==> src/rtl/core/usd_pkg.sv <==
// ----------------------------------------------------------------------------
// usd_pkg
// Shared types and constants of the UTF-8 stream decoder: byte classes,
// the command passed from front to back, the result item and status codes.
// ----------------------------------------------------------------------------
package usd_pkg;

    localparam int CMD_DEPTH = 4;
    localparam int CMD_AW    = $clog2(CMD_DEPTH);
    localparam int CMD_CW    = $clog2(CMD_DEPTH + 1);

    localparam int RES_DEPTH = 4;
    localparam int RES_AW    = $clog2(RES_DEPTH);
    localparam int RES_CW    = $clog2(RES_DEPTH + 1);

    localparam int CP_W  = 31;
    localparam int LEN_W = 3;

    localparam logic [1:0] ST_OK     = 2'd0;
    localparam logic [1:0] ST_STRAY  = 2'd1;
    localparam logic [1:0] ST_BROKEN = 2'd2;

    typedef enum logic [1:0] {
        KIND_ASCII,
        KIND_CONT,
        KIND_LEAD
    } t_kind;

    // One classified byte. payload holds the bits the byte contributes:
    // seven for ASCII, six for a continuation, the lead's bits otherwise.
    typedef struct packed {
        t_kind            kind;
        logic [LEN_W-1:0] total;
        logic [6:0]       payload;
    } t_cmd;

    typedef struct packed {
        logic [CP_W-1:0]  code_point;
        logic [LEN_W-1:0] seq_length;
        logic [1:0]       status;
        logic             last;
    } t_result;

endpackage

==> src/rtl/core/usd_front.sv <==
// ----------------------------------------------------------------------------
// usd_front
// Accepts raw bytes, classifies each as ASCII, continuation or lead, and
// queues the classified command for the back end.
// ----------------------------------------------------------------------------
module usd_front (
    input  logic          i_clk,
    input  logic          i_rst_n,
    input  logic          push,
    output logic          full,
    input  logic [7:0]    i_in_byte,
    output logic          o_cmd_valid,
    output usd_pkg::t_cmd o_cmd,
    input  logic          i_cmd_take
);

    usd_pkg::t_cmd                 r_q [usd_pkg::CMD_DEPTH];
    logic [usd_pkg::CMD_AW-1:0]    r_wr, n_wr;
    logic [usd_pkg::CMD_AW-1:0]    r_rd, n_rd;
    logic [usd_pkg::CMD_CW-1:0]    r_cnt, n_cnt;
    usd_pkg::t_cmd                 w_cls;
    logic                          w_put;
    logic                          w_get;

    always_comb begin
        w_cls.kind    = usd_pkg::KIND_LEAD;
        w_cls.total   = usd_pkg::LEN_W'(1);
        w_cls.payload = i_in_byte[6:0];
        if (!i_in_byte[7]) begin
            w_cls.kind = usd_pkg::KIND_ASCII;
        end else if (!i_in_byte[6]) begin
            w_cls.kind    = usd_pkg::KIND_CONT;
            w_cls.payload = {1'b0, i_in_byte[5:0]};
        end else if (i_in_byte < 8'hE0) begin
            w_cls.total   = usd_pkg::LEN_W'(2);
            w_cls.payload = {2'b0, i_in_byte[4:0]};
        end else if (i_in_byte < 8'hF0) begin
            w_cls.total   = usd_pkg::LEN_W'(3);
            w_cls.payload = {3'b0, i_in_byte[3:0]};
        end else if (i_in_byte < 8'hF8) begin
            w_cls.total   = usd_pkg::LEN_W'(4);
            w_cls.payload = {4'b0, i_in_byte[2:0]};
        end else if (i_in_byte < 8'hFC) begin
            w_cls.total   = usd_pkg::LEN_W'(5);
            w_cls.payload = {5'b0, i_in_byte[1:0]};
        end else begin
            // 0xFC and above, 0xFE and 0xFF included, open six-byte sequences.
            w_cls.total   = usd_pkg::LEN_W'(6);
            w_cls.payload = {6'b0, i_in_byte[0]};
        end
    end

    assign full        = (r_cnt == usd_pkg::CMD_CW'(usd_pkg::CMD_DEPTH));
    assign o_cmd_valid = (r_cnt != '0);
    assign o_cmd       = r_q[r_rd];
    assign w_put       = push && !full;
    assign w_get       = i_cmd_take && o_cmd_valid;

    always_comb begin
        n_wr  = w_put ? r_wr + usd_pkg::CMD_AW'(1) : r_wr;
        n_rd  = w_get ? r_rd + usd_pkg::CMD_AW'(1) : r_rd;
        n_cnt = r_cnt + usd_pkg::CMD_CW'(w_put) - usd_pkg::CMD_CW'(w_get);
    end

    always_ff @(posedge i_clk) begin
        if (!i_rst_n) begin
            r_wr  <= '0;
            r_rd  <= '0;
            r_cnt <= '0;
        end else begin
            r_wr  <= n_wr;
            r_rd  <= n_rd;
            r_cnt <= n_cnt;
        end
    end

    always_ff @(posedge i_clk) begin
        if (w_put) begin
            r_q[r_wr] <= w_cls;
        end
    end

endmodule

==> src/rtl/core/usd_back.sv <==
// ----------------------------------------------------------------------------
// usd_back
// Carries out classified commands: keeps the open sequence, gathers payload
// bits and writes up to two result items per command into the result queue.
// ----------------------------------------------------------------------------
module usd_back (
    input  logic             i_clk,
    input  logic             i_rst_n,
    input  logic             i_cmd_valid,
    input  usd_pkg::t_cmd    i_cmd,
    output logic             o_cmd_take,
    output logic             empty,
    input  logic             pop,
    output usd_pkg::t_result o_result
);

    usd_pkg::t_result                r_q [usd_pkg::RES_DEPTH];
    logic [usd_pkg::RES_AW-1:0]      r_wr, n_wr;
    logic [usd_pkg::RES_AW-1:0]      r_rd, n_rd;
    logic [usd_pkg::RES_CW-1:0]      r_cnt, n_cnt;

    logic [usd_pkg::LEN_W-1:0]       r_left, n_left;
    logic [usd_pkg::CP_W-1:0]        r_bits, n_bits;
    logic [usd_pkg::LEN_W-1:0]       r_total, n_total;

    usd_pkg::t_result                w_res0;
    usd_pkg::t_result                w_res1;
    logic [1:0]                      w_nres;
    logic [usd_pkg::CP_W-1:0]        w_shifted;
    logic                            w_open;
    logic                            w_get;

    // A command is taken only when the queue has room for two results.
    assign o_cmd_take = i_cmd_valid
                     && (r_cnt <= usd_pkg::RES_CW'(usd_pkg::RES_DEPTH - 2));
    assign empty      = (r_cnt == '0);
    assign o_result   = r_q[r_rd];
    assign w_get      = pop && !empty;
    assign w_open     = (r_left != '0);
    assign w_shifted  = {r_bits[usd_pkg::CP_W-7:0], i_cmd.payload[5:0]};

    always_comb begin
        n_left  = r_left;
        n_bits  = r_bits;
        n_total = r_total;
        w_nres  = 2'd0;
        w_res0  = '{code_point: '0, seq_length: '0, status: usd_pkg::ST_BROKEN, last: 1'b1};
        w_res1  = '{code_point: usd_pkg::CP_W'(i_cmd.payload),
                    seq_length: usd_pkg::LEN_W'(1), status: usd_pkg::ST_OK, last: 1'b1};
        case (i_cmd.kind)
            usd_pkg::KIND_ASCII: begin
                n_left  = '0;
                n_bits  = '0;
                n_total = '0;
                if (w_open) begin
                    // Broken sequence: error first, then the ASCII byte itself.
                    w_res0.last = 1'b0;
                    w_nres      = 2'd2;
                end else begin
                    w_res0 = w_res1;
                    w_nres = 2'd1;
                end
            end
            usd_pkg::KIND_CONT: begin
                if (w_open) begin
                    n_left = r_left - usd_pkg::LEN_W'(1);
                    if (r_left == usd_pkg::LEN_W'(1)) begin
                        w_res0 = '{code_point: w_shifted, seq_length: r_total,
                                   status: usd_pkg::ST_OK, last: 1'b1};
                        w_nres  = 2'd1;
                        n_bits  = '0;
                        n_total = '0;
                    end else begin
                        n_bits = w_shifted;
                    end
                end else begin
                    w_res0.status = usd_pkg::ST_STRAY;
                    w_nres        = 2'd1;
                end
            end
            usd_pkg::KIND_LEAD: begin
                if (w_open) begin
                    w_nres = 2'd1;
                end
                n_bits  = usd_pkg::CP_W'(i_cmd.payload);
                n_left  = i_cmd.total - usd_pkg::LEN_W'(1);
                n_total = i_cmd.total;
            end
            default: begin
                w_nres = 2'd0;
            end
        endcase
        if (!o_cmd_take) begin
            n_left  = r_left;
            n_bits  = r_bits;
            n_total = r_total;
            w_nres  = 2'd0;
        end
    end

    always_comb begin
        n_wr  = r_wr + usd_pkg::RES_AW'(w_nres);
        n_rd  = w_get ? r_rd + usd_pkg::RES_AW'(1) : r_rd;
        n_cnt = r_cnt + usd_pkg::RES_CW'(w_nres) - usd_pkg::RES_CW'(w_get);
    end

    always_ff @(posedge i_clk) begin
        if (!i_rst_n) begin
            r_wr    <= '0;
            r_rd    <= '0;
            r_cnt   <= '0;
            r_left  <= '0;
            r_bits  <= '0;
            r_total <= '0;
        end else begin
            r_wr    <= n_wr;
            r_rd    <= n_rd;
            r_cnt   <= n_cnt;
            r_left  <= n_left;
            r_bits  <= n_bits;
            r_total <= n_total;
        end
    end

    always_ff @(posedge i_clk) begin
        if (w_nres != 2'd0) begin
            r_q[r_wr] <= w_res0;
        end
        if (w_nres == 2'd2) begin
            r_q[r_wr + usd_pkg::RES_AW'(1)] <= w_res1;
        end
    end

endmodule

==> src/rtl/core/utf8_stream_decoder_unit.sv <==
// ----------------------------------------------------------------------------
// utf8_stream_decoder_unit
// Path: a byte is registered in the command queue, its results in the result
// queue. Throughput: one byte per cycle while full is low; a byte that yields
// two results needs two pops, absorbed by the four-entry result queue.
// Reset: synchronous, active low; empties both queues and closes any open
// sequence. No clearing pass is needed.
// ----------------------------------------------------------------------------
module utf8_stream_decoder_unit (
    input  logic        i_clk,
    input  logic        i_rst_n,
    input  logic        push,
    output logic        full,
    input  logic [7:0]  i_in_byte,
    output logic        empty,
    input  logic        pop,
    output logic [30:0] o_code_point,
    output logic [2:0]  o_seq_length,
    output logic [1:0]  o_status,
    output logic        o_last
);

    logic             w_cmd_valid;
    usd_pkg::t_cmd    w_cmd;
    logic             w_cmd_take;
    usd_pkg::t_result w_result;

    usd_front u_front (
        .i_clk       (i_clk),
        .i_rst_n     (i_rst_n),
        .push        (push),
        .full        (full),
        .i_in_byte   (i_in_byte),
        .o_cmd_valid (w_cmd_valid),
        .o_cmd       (w_cmd),
        .i_cmd_take  (w_cmd_take)
    );

    usd_back u_back (
        .i_clk       (i_clk),
        .i_rst_n     (i_rst_n),
        .i_cmd_valid (w_cmd_valid),
        .i_cmd       (w_cmd),
        .o_cmd_take  (w_cmd_take),
        .empty       (empty),
        .pop         (pop),
        .o_result    (w_result)
    );

    assign o_code_point = w_result.code_point;
    assign o_seq_length = w_result.seq_length;
    assign o_status     = w_result.status;
    assign o_last       = w_result.last;

    // Error results carry no code point and no length.
    a_err_zero: assert property (@(posedge i_clk) disable iff (!i_rst_n)
        (!empty && o_status != usd_pkg::ST_OK) |-> (o_code_point == '0 && o_seq_length == '0))
        else $error("error result with nonzero payload");

    // A good result has a length of one to six bytes.
    a_ok_len: assert property (@(posedge i_clk) disable iff (!i_rst_n)
        (!empty && o_status == usd_pkg::ST_OK)
        |-> (o_seq_length != 3'd0 && o_seq_length <= 3'd6))
        else $error("good result with bad length");

    // A stray continuation is always the only result of its byte.
    a_stray_last: assert property (@(posedge i_clk) disable iff (!i_rst_n)
        (!empty && o_status == usd_pkg::ST_STRAY) |-> o_last)
        else $error("stray result not marked last");

    // The back end never takes a command the front has not queued.
    a_take_valid: assert property (@(posedge i_clk) disable iff (!i_rst_n)
        w_cmd_take |-> w_cmd_valid)
        else $error("command taken from empty queue");

endmodule

==> config.mk <==
export PLATFORM = sky130hd
export DESIGN_NAME = utf8_stream_decoder_unit
export DESIGN_NICKNAME = d
export VERILOG_FILES = /design/src/rtl/core/usd_pkg.sv /design/src/rtl/core/usd_front.sv /design/src/rtl/core/usd_back.sv /design/src/rtl/core/utf8_stream_decoder_unit.sv
export SDC_FILE = /design/constraint.sdc
export NUM_CORES = 1
export LEC_CHECK = 0
export BUFFER_PORTS_ARGS = -buffer_cell sky130_fd_sc_hd__buf_2
export CORE_MARGIN = 1
export CORE_UTILIZATION = 55
export DETAILED_ROUTE_END_ITERATION = 10
export PLACE_DENSITY = 0.73
export SETUP_SLACK_MARGIN = 0.3
export SLEW_MARGIN = 20
export SYNTH_ARGS = -nofsm -noshare
export SYNTH_HDL_FRONTEND = slang
export SYNTH_HIERARCHICAL = 1
export SYNTH_SLANG_ARGS = --single-unit
==> constraint.sdc <==
create_clock -name i_clk -period 6.55 [get_ports i_clk]
set_input_delay 0.3275 -clock i_clk [delete_from_list [all_inputs] [get_ports i_clk]]
set_output_delay 0.3275 -clock i_clk [all_outputs]
set_load 0.1 [all_outputs]
## Word level (Yosys, flattened, before mapping)

Memories as Yosys holds them, arrays and structs flattened. A register that Yosys moved wholly into a read port is not among the register bits.
Index checks and enable logic that the tools add are counted.

| cells by class | value |
|---|---|
| equality and inequality tests | 7 |
| reduce and logical (&&, ||, !) cells | 14 |
| $lt $le $gt $ge | 5 |
| add/sub/neg operators | 11 |
| mux-type cells | 40 |

Operators by type and width:

| operator | number |
|---|---|
| $pmux W25 S3 | 1 |
| $pmux W37 S2 | 1 |
| $mux W25 | 2 |
| $mux W37 | 1 |
| $mux W34 | 1 |
| $lt A8 B8 Y1 const B | 4 |
| $mux W10 | 3 |
| $mux W2 | 9 |
| $mux W9 | 2 |
| $pmux W3 S3 | 2 |
| $mux W12 | 1 |
| $mux W3 | 4 |
| $mux W1 | 11 |
| $reduce_bool A3 Y1 | 3 |
| $add A2 B1 Y2 const B | 4 |
| $mux W7 | 1 |
| $pmux W2 S3 | 1 |
| $sub A3 B1 Y3 | 2 |
| $sub A3 B1 Y3 const B | 2 |
| $eq A2 B2 Y1 const B | 2 |
| $logic_and A1 B1 Y1 | 4 |
| $ne A2 B1 Y1 const B | 2 |
| $reduce_and A4 Y1 | 1 |
| $add A3 B1 Y3 | 1 |
| 11 further kinds | 12 |

| storage, ports and cells | value |
|---|---|
| memories kept | 2 |
| word-level logic and storage cells | 88 |
| bits in writable memories | 196 |
| bits in registers | 45 |

Memories:

| name | depth | bits a word | rd ports | clocked after memory_dff | write ports | RTL line | RTL |
|---|---|---|---|---|---|---|---|
| u_back.r_q | 4 | 37 | 1 | 1 | 2 | usd_back.sv:17 | `usd_pkg::t_result r_q [usd_pkg::RES_DEPTH];` |
| u_front.r_q | 4 | 12 | 1 | 1 | 1 | usd_front.sv:17 | `usd_pkg::t_cmd r_q [usd_pkg::CMD_DEPTH];` |

## Logic depth before layout (Yosys ltp)

| depth | value |
|---|---|
| depth after elaboration | 8 |
| depth in mapped cells | 15 |
| mapped depth without buffers | 13 |

## Modules after synthesis

Netlist, hierarchy kept.

By module, submodules not included:

| module | times used | cells an instance | sequential area each (um^2) | area an instance (um^2) |
|---|---|---|---|---|
| usd_back | 1 | 751 | 4043.9 | 8381.8 |
| usd_front | 1 | 127 | 1621.6 | 2304.7 |

## Worst setup path before layout

Ideal clock, no wire load.

| timing | value |
|---|---|
| path kind | register to register |
| start point | reg u_back/r_cnt[0] in the netlist's numbering |
| end point | reg u_back/r_cnt[2] in the netlist's numbering |
| cell stages (with the launch flop) | 10 |
| data required time | 6435 ps |
| library setup time | 115 ps |
| data arrival time | 4097 ps |
| setup slack | 2338 ps |
| buffers on the path | 0 |
| cells stage by stage | dfxtp_1 nor3_1 nor2b_1 ha_1 inv_1 ha_1 fa_1 xnor2_1 xnor2_1 and2_1 |

RTL lines:

| what | RTL line | RTL |
|---|---|---|
| start, declared | usd_back.sv:20 | `logic [usd_pkg::RES_CW-1:0] r_cnt, n_cnt;` |
| start signal, assigned | usd_back.sv:118 | `r_cnt <= n_cnt;` |
| $logic_not A3 Y1 | usd_back.sv:36 | `assign empty = (r_cnt == '0);` |
| net empty | utf8_stream_decoder_unit.sv:15 | `output logic empty,` |
| $logic_not A1 Y1 | usd_back.sv:38 | `assign w_get = pop && !empty;` |
| $logic_and A1 B1 Y1 | usd_back.sv:38 |  |
| net u_back.w_get | usd_back.sv:31 | `logic w_get;` |
| $sub A3 B1 Y3 | usd_back.sv:104 | `n_cnt = r_cnt + usd_pkg::RES_CW'(w_nres) - usd_pkg::RES_CW'(w_get);` |

The timed path passes the listed nets, and every way through them passes these cells.
A chain may end at the register's enable or synchronous reset.

==> impl_results.md <==
- Chip Height: 141 um
- Number of pins with negative max-slew slack in the final report: 0
- Number of maximum-capacitance violations: 0
- Insertion delay to the later sink of the worst-skew pair: 0.53 ns
- Sequential group share of total power: 36.7%
- Core outline area: 18900 sq um
- Flops & latches, synth: 245
- Synthesized netlist cell count: 878
- Required @ worst endpoint: 6.97 ns
- Endpoints failing hold: 0
- Nets: 929
- Number of cells traversed by the worst hold path: 1
- Critical path class: flip-flop to flip-flop
- Static leakage: 0.00407 uW
- Total negative setup slack: 0 ns
- CP Cell Sequence: mux4_2, inv_1, ha_1, inv_2, a41o_1, or3_1, ha_1, inv_1, ha_1, fa_1, xnor2_1, xnor2_1, and2_1
- Vias in the first global route: 7118
- Number of sinks handled by clock tree synthesis: 245
- Sw Pwr: 1990 uW
- Beginning of the worst hold path: i_in_byte[0]
- Hold_buf cts: 0
- Synthesis-to-finish area growth: 11.1%
- Final wirelength: around 23 mm
- Clock tree from TritonCTS: built
- Most prevalent standard cell on the critical path: ha_1
- DR DRC count: 0
- Most common flop cell mapped by yosys: dfxtp_1
- Distinct cells, synth: 65
- Buffers added on ports: 50
- Worst reg-to-reg path cell count: 13
- Final clock skew: approximately 0.015 ns
- Area enclosed by the die boundary: 20000 sq um
- Worst Setup Start Kind: flip-flop
- Initial cell density of the core: 56.6%
- H-tree depth: 1
- HPWL reported at the end of detailed placement: 14.2 mm
- Sequential standard cell area: 5670 sq um
- Post-synth EDFFs: 76
- Multi-input combinational cell area: 4520 sq um
- Combinational group share of total power: 33.8%
- Fraction of synthesis flops using an asynchronous set or reset pin: 0%
- Kind of cell with the highest combined delay on the critical path: adder cells
- Number of buffers added for setup after CTS: 0
- Hold WC Path Type: primary input to flip-flop
- Syn_nets: 910
- Data arrival time of the worst path: 4.55 ns
- VDD IR-drop max: 0.000283 V
- First-pass DRT Iterations: 5
- Peak Freq: between 0.2 and 0.25 GHz
- Maximum buffer depth of the clock tree: 3
- Power density of the placed cells: between 400 and 500 nW/um^2
- Net switching fraction of the power: just under 40%
- Reg-to-reg endpoint: u_back/r_cnt[2]
- Pre-CTS setup slack: 2.39 ns
- Clock transition time at the flip-flop clock pins of the worst setup and hold paths: 0.06 ns
- Inserted Clock Buffers: 26
- Vias: 7113
- Sequential share of the synthesized area: 53.0%
- Clock Tree Root: clkbuf_16
- Proportion of layout cells with a drive suffix above 1: a little over a fifth
- Setup repair after global routing missed its margin: false
- Max-slew headroom: about a third
- Crit path largest cell delay: 0.83 ns
- Post-route antenna net violation count: 0
- All-layer global routing usage: ~24%
- 1st-iter DRT viols: 710
- Sum of buffers and inverters on the critical path: 3
- Post-DR wirelength/cell: 19.8 um
- Warnings from Yosys: 6
- Cell area after technology mapping: 10700 sq um
- Shortest period the worst path allows: 4.13 ns
- Final Cycle Share: 63.1%
- Antenna violations before repair: 0
- Total of fill cells in the finished design: 1500
- Worst Tran Pin Value: 1.01 ns
- Crit path setup slack, layout: 2.42 ns
- Worst R2R Setup Slack: 2.42 ns
- Clock Power Share: roughly 30%
- Wire length of the first global-routing pass: around 38 mm
- Via density per instance: 6.04
- I/O Pins: 51
- X dimension of the die: 141 um
- Critical path fanouts, max: 12
- Pin count of the biggest net entering global routing: between 60 and 70
- Gr ovfl total: 0
- Internal power: 3060 uW
- Run status: complete, no violations
- Row count: 50
- Slowest cell on the critical path: dfxtp_1
- Final setup violation count: 0
- Avg Synthesized Cell Area: 12.2 sq um
- Routability congestion estimate: around 0.85
- Type of destination of the critical path: flip-flop
- Hold Path End: u_front/r_q[2][0]
- Cells resized by post-CTS repair: 0
-- stage by stage --
step	hold WS (ns)	total power (uW)	cells	utilization (%)	area, sq um
after floorplan	0.426	3300	878	-	10700
after global placement	0.441	3570	1129	58.1	11000
after detailed placement	0.442	3590	1129	58.1	11000
after CTS	0.00824	5070	1177	62.8	11900
after global routing	0.0163	5280	1177	62.8	11900
final	0.0297	5050	1178	62.8	11900
-- synthesized netlist by cell type, types with 26 or more instances --
cell type  instances  area, sq um
nor2b_1           39          244
o21ai_0           30          150
inv_1             26         97.6
buf_2             33          165
o2bb2ai_1         30          263
o21ai_1           57          285
dfxtp_1          169         3380
and2_1            37          231
nand2_1           47          176
mux4_2            49         1100
o211ai_1          61          458
edfxtp_1          76         2280
-- sequential cells by signal, indices dropped and copies added, names as in the netlist, 3 cells and up, named ones only --
signal          flops
u_back/r_q        148
u_back/r_left       3
u_back/r_bits      25
u_front/r_q        48
u_back/r_total      3
u_back/r_cnt        3
u_front/r_cnt       3
-- cell type report --
| class | count | area share [%] |
|---|---|---|
| Tap cell | 260 | 2.74 |
| Timing Repair Buffer | 63 | 2.93 |
| Sequential cell | 245 | 47.8 |
| Inverter | 29 | 0.917 |
| Clock inverter | 18 | 1.66 |
| Multi-Input combinational cell | 532 | 38.1 |
| Antenna cell | 1 | 0.0211 |
| Clock buffer | 30 | 5.86 |
-- kinds of logic after synthesis --
group / count (synthesis) / synth area share, %
mux: 51 / 10.5
fa+ha+maj: 20 / 2.48
simple gates: 177 / 9.40
flops: 245 / 53.0
xor+xnor: 12 / 0.983
buf+inv: 101 / 4.74
compound gates: 272 / 18.9
-- layout by cell type (no fill, tap or decap), types with 4 or more instances in the layout --
cell       Yosys  layout
edfxtp_1      76      76
ha_1          18      18
dfxtp_1      169     167
xor2_1         4       4
a22oi_1       25      25
nand2_1       47      47
buf_4          5      13
clkbuf_16      0      26
o21ai_1       57      57
o211ai_2      20      20
or3_1          4       4
nor2b_1       39      39
xnor2_1        8       8
a21oi_1        7       7
buf_2         33      50
a21o_1         4       4
nand3_1        7       7
clkinv_2       0       6
o2bb2ai_1     30      30
o21ai_0       30      30
nand2b_1       5       5
nor2_1        14      14
a21boi_0       4       4
o22ai_1        4       4
o32a_1         4       4
and2_1        37      37
a22o_1         4       4
mux4_2        49      49
inv_1         26      26
o211ai_1      61      61
-- how the worst max path moves through the flow --
stage | start | end | slack [ns] | depth (start not counted)
after global routing | flip-flop | u_back/r_cnt[2] | 2.09 | 13
final | flip-flop | u_back/r_cnt[2] | 2.42 | 13
after global placement | flip-flop | u_back/r_cnt[2] | 2.45 | 13
after CTS | flip-flop | u_back/r_cnt[2] | 2.36 | 13
after detailed placement | flip-flop | u_back/r_cnt[2] | 2.39 | 13
after floorplan | u_back/r_cnt[0] | u_back/r_cnt[2] | 2.34 | 9
-- power by group through the flow --
stage | clock [uW] | combinational (uW) | sequential (uW)
5_1_grt | 1580 | 1830 | 1880
3_5_place_dp | 0 | 1700 | 1890
4_1_cts | 1510 | 1710 | 1850
6_report | 1490 | 1710 | 1850
3_3_place_gp | 0 | 1690 | 1880
2_1_floorplan | 0 | 1510 | 1790
-- metal layers --
| layer | track usage [%] | vias up | part of all wire (%) |
|---|---|---|---|
| met5 | 0 | - | 0 |
| met4 | 6.34 | 0 | 1.4 |
| met3 | 3.91 | 27 | 5.6 |
| met2 | 37.6 | 217 | 46 |
| met1 | 35.2 | 3514 | 47 |
| li1 | - | 3355 | - |
(Power assumes the default switching activity.)
